## src/hdl/azs_pkg.sv

```systemverilog
`timescale 1ns / 1ps
package azs_pkg;

  localparam int LINE_W     = 4;
  localparam int SAMPLE_W   = 12;
  localparam int THR_W      = 12;
  localparam int CNT_W      = 3;
  localparam int CLS_W      = 2;
  localparam int CFG_IDX_W  = 2;
  localparam int CFG_DATA_W = 12;

  localparam int NUM_LINES_DEF = 16;

  localparam logic [THR_W-1:0] UNUSED_THR_RST  = 12'd3200;
  localparam logic [THR_W-1:0] ALARM_THR_RST   = 12'd1000;
  localparam logic [CNT_W-1:0] CONFIRM_CNT_RST = 3'd5;

  localparam logic [CFG_IDX_W-1:0] CFG_UNUSED_THR  = 2'd0;
  localparam logic [CFG_IDX_W-1:0] CFG_ALARM_THR   = 2'd1;
  localparam logic [CFG_IDX_W-1:0] CFG_CONFIRM_CNT = 2'd2;

  typedef enum logic [CLS_W-1:0] {
    CLS_ALARM  = 2'd0,
    CLS_UNUSED = 2'd1,
    CLS_NORMAL = 2'd2
  } cls_t;

  typedef struct packed {
    logic              fire;
    logic [LINE_W-1:0] line;
    cls_t              cls;
  } line_req_t;

  typedef struct packed {
    cls_t held;
    logic panel;
  } line_rsp_t;

endpackage

```

## src/hdl/azs_classify.sv

```systemverilog
`timescale 1ns / 1ps
module azs_classify (
  input  logic [azs_pkg::SAMPLE_W-1:0] sample,
  input  logic [azs_pkg::THR_W-1:0]    unused_thr,
  input  logic [azs_pkg::THR_W-1:0]    alarm_thr,
  output azs_pkg::cls_t                cls
);

  always_comb begin
    if (sample > unused_thr) begin
      cls = azs_pkg::CLS_UNUSED;
    end else if (sample < alarm_thr) begin
      cls = azs_pkg::CLS_ALARM;
    end else begin
      cls = azs_pkg::CLS_NORMAL;
    end
  end

endmodule

```

## src/hdl/azs_line_state.sv

```systemverilog
`timescale 1ns / 1ps
module azs_line_state #(
  parameter int NUM_LINES = azs_pkg::NUM_LINES_DEF
) (
  input  logic                      clk,
  input  logic                      rst_n,
  input  azs_pkg::line_req_t        req,
  input  logic [azs_pkg::CNT_W-1:0] confirm_cnt,
  output azs_pkg::line_rsp_t        rsp
);

  localparam int IDX_W = (NUM_LINES > 1) ? $clog2(NUM_LINES) : 1;
  localparam int CMP_W = ((IDX_W > azs_pkg::LINE_W) ? IDX_W : azs_pkg::LINE_W) + 1;

  logic                      in_run_r [NUM_LINES];
  logic [azs_pkg::CNT_W-1:0] cnt_r    [NUM_LINES];
  azs_pkg::cls_t             held_r   [NUM_LINES];
  logic                      scan_r;

  logic [CMP_W-1:0]          line_ext;
  logic                      in_range;
  logic [IDX_W-1:0]          idx;
  logic                      run_sel;
  logic [azs_pkg::CNT_W-1:0] cnt_sel;
  azs_pkg::cls_t             held_sel;
  logic [azs_pkg::CNT_W:0]   cnt_inc;
  logic                      run_nxt;
  logic [azs_pkg::CNT_W-1:0] cnt_nxt;
  azs_pkg::cls_t             held_nxt;
  logic                      scan_nxt;

  assign line_ext = CMP_W'(req.line);
  assign in_range = line_ext < CMP_W'(NUM_LINES);
  assign idx      = in_range ? line_ext[IDX_W-1:0] : '0;

  always_comb begin
    run_sel  = in_run_r[idx];
    cnt_sel  = cnt_r[idx];
    held_sel = held_r[idx];
    cnt_inc  = {1'b0, cnt_sel} + 1'b1;
    run_nxt  = run_sel;
    cnt_nxt  = cnt_sel;
    held_nxt = held_sel;
    scan_nxt = scan_r;
    if (req.fire && in_range) begin
      if (req.line == '0) begin
        scan_nxt = 1'b0;
      end
      case (req.cls)
        azs_pkg::CLS_UNUSED: begin
          held_nxt = azs_pkg::CLS_UNUSED;
        end
        azs_pkg::CLS_ALARM: begin
          if (!run_sel) begin
            run_nxt = 1'b1;
            cnt_nxt = azs_pkg::CNT_W'(1);
          end else if (cnt_inc >= {1'b0, confirm_cnt}) begin
            cnt_nxt  = confirm_cnt;
            held_nxt = azs_pkg::CLS_ALARM;
            scan_nxt = 1'b1;
          end else begin
            cnt_nxt = cnt_inc[azs_pkg::CNT_W-1:0];
          end
        end
        default: begin
          run_nxt  = 1'b0;
          cnt_nxt  = '0;
          held_nxt = azs_pkg::CLS_NORMAL;
        end
      endcase
    end
    rsp.held  = in_range ? held_nxt : azs_pkg::CLS_NORMAL;
    rsp.panel = scan_nxt;
  end

  always_ff @(posedge clk) begin
    if (!rst_n) begin
      for (int i = 0; i < NUM_LINES; i++) begin
        in_run_r[i] <= 1'b0;
        cnt_r[i]    <= '0;
        held_r[i]   <= azs_pkg::CLS_NORMAL;
      end
      scan_r <= 1'b0;
    end else if (req.fire && in_range) begin
      in_run_r[idx] <= run_nxt;
      cnt_r[idx]    <= cnt_nxt;
      held_r[idx]   <= held_nxt;
      scan_r        <= scan_nxt;
    end
  end

endmodule

```

## src/hdl/alarm_zone_supervisor_core.sv

```systemverilog
`timescale 1ns / 1ps
// channel  direction  handshake             payload
// in_      to core    in_valid / in_stall   in_line_index, in_sample
// out_     from core  out_valid / out_stall out_line_class, out_held_class, out_panel_alarm
// cfg_     to core    cfg_wr_en             cfg_index, cfg_wdata
//
// an accepted request passes the input register, then the result register around the line update
// one request per cycle sustained while out_stall stays low
// synchronous active-low reset clears line state, config to defaults, both stages empty
// a stalled result holds the result register; the input register fills, then in_stall rises
module alarm_zone_supervisor_core #(
  parameter int NUM_LINES = azs_pkg::NUM_LINES_DEF
) (
  input  logic                           clk,
  input  logic                           rst_n,
  input  logic                           in_valid,
  output logic                           in_stall,
  input  logic [azs_pkg::LINE_W-1:0]     in_line_index,
  input  logic [azs_pkg::SAMPLE_W-1:0]   in_sample,
  output logic                           out_valid,
  input  logic                           out_stall,
  output logic [azs_pkg::CLS_W-1:0]      out_line_class,
  output logic [azs_pkg::CLS_W-1:0]      out_held_class,
  output logic                           out_panel_alarm,
  input  logic                           cfg_wr_en,
  input  logic [azs_pkg::CFG_IDX_W-1:0]  cfg_index,
  input  logic [azs_pkg::CFG_DATA_W-1:0] cfg_wdata
);

  logic [azs_pkg::THR_W-1:0]    unused_thr_r;
  logic [azs_pkg::THR_W-1:0]    alarm_thr_r;
  logic [azs_pkg::CNT_W-1:0]    confirm_cnt_r;

  logic                         s1_valid_r;
  logic                         s1_valid_nxt;
  logic [azs_pkg::LINE_W-1:0]   s1_line_r;
  logic [azs_pkg::SAMPLE_W-1:0] s1_sample_r;

  logic                         out_valid_r;
  logic                         out_valid_nxt;
  azs_pkg::cls_t                out_line_class_r;
  azs_pkg::cls_t                out_held_class_r;
  logic                         out_panel_alarm_r;

  logic                         advance;
  logic                         in_acc;
  logic                         fire;
  azs_pkg::cls_t                cls;
  azs_pkg::line_req_t           req;
  azs_pkg::line_rsp_t           rsp;

  // config registers
  always_ff @(posedge clk) begin
    if (!rst_n) begin
      unused_thr_r  <= azs_pkg::UNUSED_THR_RST;
      alarm_thr_r   <= azs_pkg::ALARM_THR_RST;
      confirm_cnt_r <= azs_pkg::CONFIRM_CNT_RST;
    end else if (cfg_wr_en) begin
      case (cfg_index)
        azs_pkg::CFG_UNUSED_THR:  unused_thr_r  <= cfg_wdata[azs_pkg::THR_W-1:0];
        azs_pkg::CFG_ALARM_THR:   alarm_thr_r   <= cfg_wdata[azs_pkg::THR_W-1:0];
        azs_pkg::CFG_CONFIRM_CNT: confirm_cnt_r <= cfg_wdata[azs_pkg::CNT_W-1:0];
        default: ;
      endcase
    end
  end

  // handshake
  assign advance       = !out_valid_r || !out_stall;
  assign in_stall      = s1_valid_r && !advance;
  assign in_acc        = in_valid && !in_stall;
  assign fire          = s1_valid_r && advance;
  assign s1_valid_nxt  = in_acc || (s1_valid_r && !advance);
  assign out_valid_nxt = fire || (out_valid_r && out_stall);

  always_ff @(posedge clk) begin
    if (!rst_n) begin
      s1_valid_r  <= 1'b0;
      out_valid_r <= 1'b0;
    end else begin
      s1_valid_r  <= s1_valid_nxt;
      out_valid_r <= out_valid_nxt;
    end
  end

  always_ff @(posedge clk) begin
    if (in_acc) begin
      s1_line_r   <= in_line_index;
      s1_sample_r <= in_sample;
    end
  end

  azs_classify u_classify (
    .sample     (s1_sample_r),
    .unused_thr (unused_thr_r),
    .alarm_thr  (alarm_thr_r),
    .cls        (cls)
  );

  assign req.fire = fire;
  assign req.line = s1_line_r;
  assign req.cls  = cls;

  azs_line_state #(
    .NUM_LINES (NUM_LINES)
  ) u_line_state (
    .clk         (clk),
    .rst_n       (rst_n),
    .req         (req),
    .confirm_cnt (confirm_cnt_r),
    .rsp         (rsp)
  );

  always_ff @(posedge clk) begin
    if (fire) begin
      out_line_class_r  <= cls;
      out_held_class_r  <= rsp.held;
      out_panel_alarm_r <= rsp.panel;
    end
  end

  assign out_valid       = out_valid_r;
  assign out_line_class  = out_line_class_r;
  assign out_held_class  = out_held_class_r;
  assign out_panel_alarm = out_panel_alarm_r;

endmodule

```

## config.mk

```make
export PLATFORM = sky130hd
export DESIGN_NAME = alarm_zone_supervisor_core
export DESIGN_NICKNAME = d
export VERILOG_FILES = /design/src/hdl/azs_pkg.sv /design/src/hdl/azs_classify.sv /design/src/hdl/azs_line_state.sv /design/src/hdl/alarm_zone_supervisor_core.sv
export SDC_FILE = /design/constraint.sdc
export NUM_CORES = 1
export LEC_CHECK = 0
export BUFFER_PORTS_ARGS = -buffer_cell sky130_fd_sc_hd__buf_2
export CORE_UTILIZATION = 60
export DETAILED_ROUTE_END_ITERATION = 7
export PLACE_DENSITY = 0.81
export SLEW_MARGIN = 30
export SYNTH_ARGS = -nofsm -noshare
export SYNTH_HDL_FRONTEND = slang
export SYNTH_SLANG_ARGS = --single-unit
```

## constraint.sdc

```tcl
create_clock -name clk -period 6.3 [get_ports clk]
set_input_delay 1.26 -clock clk [delete_from_list [all_inputs] [get_ports clk]]
set_output_delay 1.26 -clock clk [all_outputs]
set_load 0.05 [all_outputs]
```

==> impl_metrics.toml <==
[critical_path]
path_max_fanout = 17
startpoint_type = "register"
path_class = "reg2reg"
required_ns = 6.44
ff2ff_path_depth = 12
ff2ff_setup_slack_ns = 1.45
setup.worst_path.end_class = "register"
cp.arrival_ns = 4.98

[cts]
clock_path_buffers = 2
cts_root_buf = "clkbuf_16"
hold_buffers = 0
ctsResizeCount = 0
htreeDepth = 4
clock_latency_ns = 0.42
cts_tree = "yes"
cts_setup_buffers = 0
cts_buffers = 17
cts_sinks = 147
clk_pin_slew_worst_paths_ns = 0.06

[timing]
fin_crit_ns = 4.846
tns_ns = 0
fin_crit_sh = 0.7693
skew_ns = 0.009790
max-slew-margin-rel = 0.3792
slew_violations = 0
max_freq_mhz = 206.3
rsz0062_at_grt = "false"
worst_slew_pin_slew_ns = 0.9183
setup_viol = 0
hold_viol = 0
setup_slack_ns = 1.454
worst_hold_slack_ns = 0.4557

[power_and_ir_drop]
irDropWorstVdd_v = 0.0003448
p_leak_uw = 0.002865
power_density_nw_per_um2 = 296.4

[global_routing]
grt_max_degree = 47
grt_pass1_wl_um = 24270
antenna_found_initial = 0
grt-ovfl-total = 0
grt_usage = 0.2808
grt_pass1_vias = 4647

[detailed_routing]
vias = 4789
wl_per_cell_um = 19.71
drt-met1-wl_um = 6389
wl_met2_um = 7428
top_layer_used = "met4"
vias_per_cell = 6.179
drc = 0
drt_iter0_markers = 582
wirelength_um = 15270
dr.pass1.iters = 5
met3_length_um = 1180
ant_nets = 0

[floorplanning]
rows = 38
start_util = 0.6231
core_um2 = 10980
die_x_um = 108.8
io_pins = 42
die-area_um2 = 11840
fp.dieH_um = 108.8

[layout]
insertedDiodeCount = 0
layout-drive-gt1-share = 0.1921
fin_area_um2 = 7727
instances_no_fill = 775
areaGrowthSynthToFinish_pct = 12.91
fin_nets = 684

[synthesis]
ys_warn_count = 0
avgSynthCellArea_um2 = 11.78
ys.flop_type = "edfxtp_1"
synth_area_um2 = 6844
ys_async_sr_fraction = 0
synthTopCellsByArea = "edfxtp_1 44%, dfxtp_1 13%, mux4_2 7.9%"
synth_nets = 643
ys_seq_area_frac = 0.5777
synth_edf_count = 101
synth_cell_types = 56
yosys.area.top_type = "edfxtp_1"
ys_ff_latch = 147
syn_inst = 581
synth_top_area_frac = 0.4431

[placement]
place_ws_ns = 1.539
place_area_um2 = 7129
place.gp.congestion = 0.8307
dp_cells = 742
dp_hpwl_um = 10350
numPortBuffers = 41

[flow_run]
cap_violations = 0

[hold_path]
hold_class = "reg2reg"
holdPathStages = 2

[status]
outcome = "completed"
cell families (layout without fill, tap and decap cells):
kind of cell	count (synthesis)	in the layout	share of synthesized area
flops	147	147	0.5777
compound gates	79	79	0.08245
fa+ha+maj	27	27	0.04936
mux	31	31	0.09415
simple gates	237	237	0.1565
buf+inv	59	113	0.03857
xor+xnor	1	1	0.001280
worst paths after layout:
path / from / to
worst min register to register: alarm_thr_r[4] / alarm_thr_r[4]
worst min-delay path: alarm_thr_r[4] / alarm_thr_r[4]
worst max-delay path: s1_line_r[0] / u_line_state.cnt_r[7][0]
worst max register to register: s1_line_r[0] / u_line_state.cnt_r[7][0]
power breakdown:
part           internal [µW]  leakage [µW]  switching (µW)  total (µW)
combinational           78.3       0.00124             133         212
sequential              1060       0.00135            19.4        1080
clock                    588      0.000281             409         997
cells in the final DEF (no fill, tap or decap), types with 9 or more instances in the layout:
cell,instances
or2_1,9
dfxtp_1,46
buf_2,41
inv_1,32
edfxtp_1,101
a21oi_1,24
nand2_1,85
ha_1,27
o211ai_1,9
nand3_1,20
clkbuf_16,17
o21ai_0,20
nor2_1,79
mux4_2,24
sequential cells by signal, indices dropped and copies added (netlist names):
signal / count
u_line_state.cnt_r: 48
u_line_state.held_r: 32
u_line_state.in_run_r: 16
alarm_thr_r: 12
s1_sample_r: 12
unused_thr_r: 12
s1_line_r: 4
confirm_cnt_r: 3
out_held_class: 2
out_line_class: 2
out_panel_alarm: 1
out_valid: 1
s1_valid_r: 1
u_line_state.scan_r: 1
layer usage:
| metal | GRT usage | vias to the layer above |
|---|---|---|
| li1 | - | 2183 |
| met1 | 0.3792 | 2354 |
| met2 | 0.4566 | 225 |
| met3 | 0.06216 | 27 |
| met4 | 0.08494 | 0 |
| met5 | 0 | - |
metrics by stage:
stage / power (µW) / util
3_3_place_gp: 1296 / 0.6491
2_1_floorplan: 1247 / -
5_1_grt: 2352 / 0.7036
3_5_place_dp: 1307 / 0.6491
4_1_cts: 2291 / 0.7021
6_report: 2291 / 0.7036
final cells by class:
type	instances	area (µm²)
clock buffer	18	429.2
clock inverter	14	152.6
timing repair buffer	48	261.5
sequential	147	3954
fill	728	3256
tap	140	175.2
multi-input combinational	375	2631
inverter	33	123.9
worst max-delay path, stage by stage, from the launching register on:
cell	delay, ns
edfxtp_1	0.82
buf_4	0.39
mux4_2	0.55
a221oi_2	0.34
inv_2	0.15
ha_1	0.32
ha_1	0.28
a21o_1	0.17
a21oi_1	0.29
o21ai_0	0.15
a221oi_1	0.34
a2bb2oi_2	0.64
nor2_1	0.11
Yosys cell counts, types with 3 or more instances:
library cell  number
mux4_2            24
nand2_1           85
buf_6              4
o21ai_0           20
a2bb2oi_2          4
or2_1              9
inv_1             32
and2_1             5
or2_2              7
ha_1              27
nand3b_1           4
nand3_1           20
dfxtp_1           46
buf_1              3
nor2b_1            4
nor2_1            79
a21oi_1           24
clkbuf_1          11
nand4_1            6
o211ai_1           9
edfxtp_1         101
buf_2              6
mux2i_1            4
a21o_1             5
Note: power is estimated with default switching activity, not from simulation.
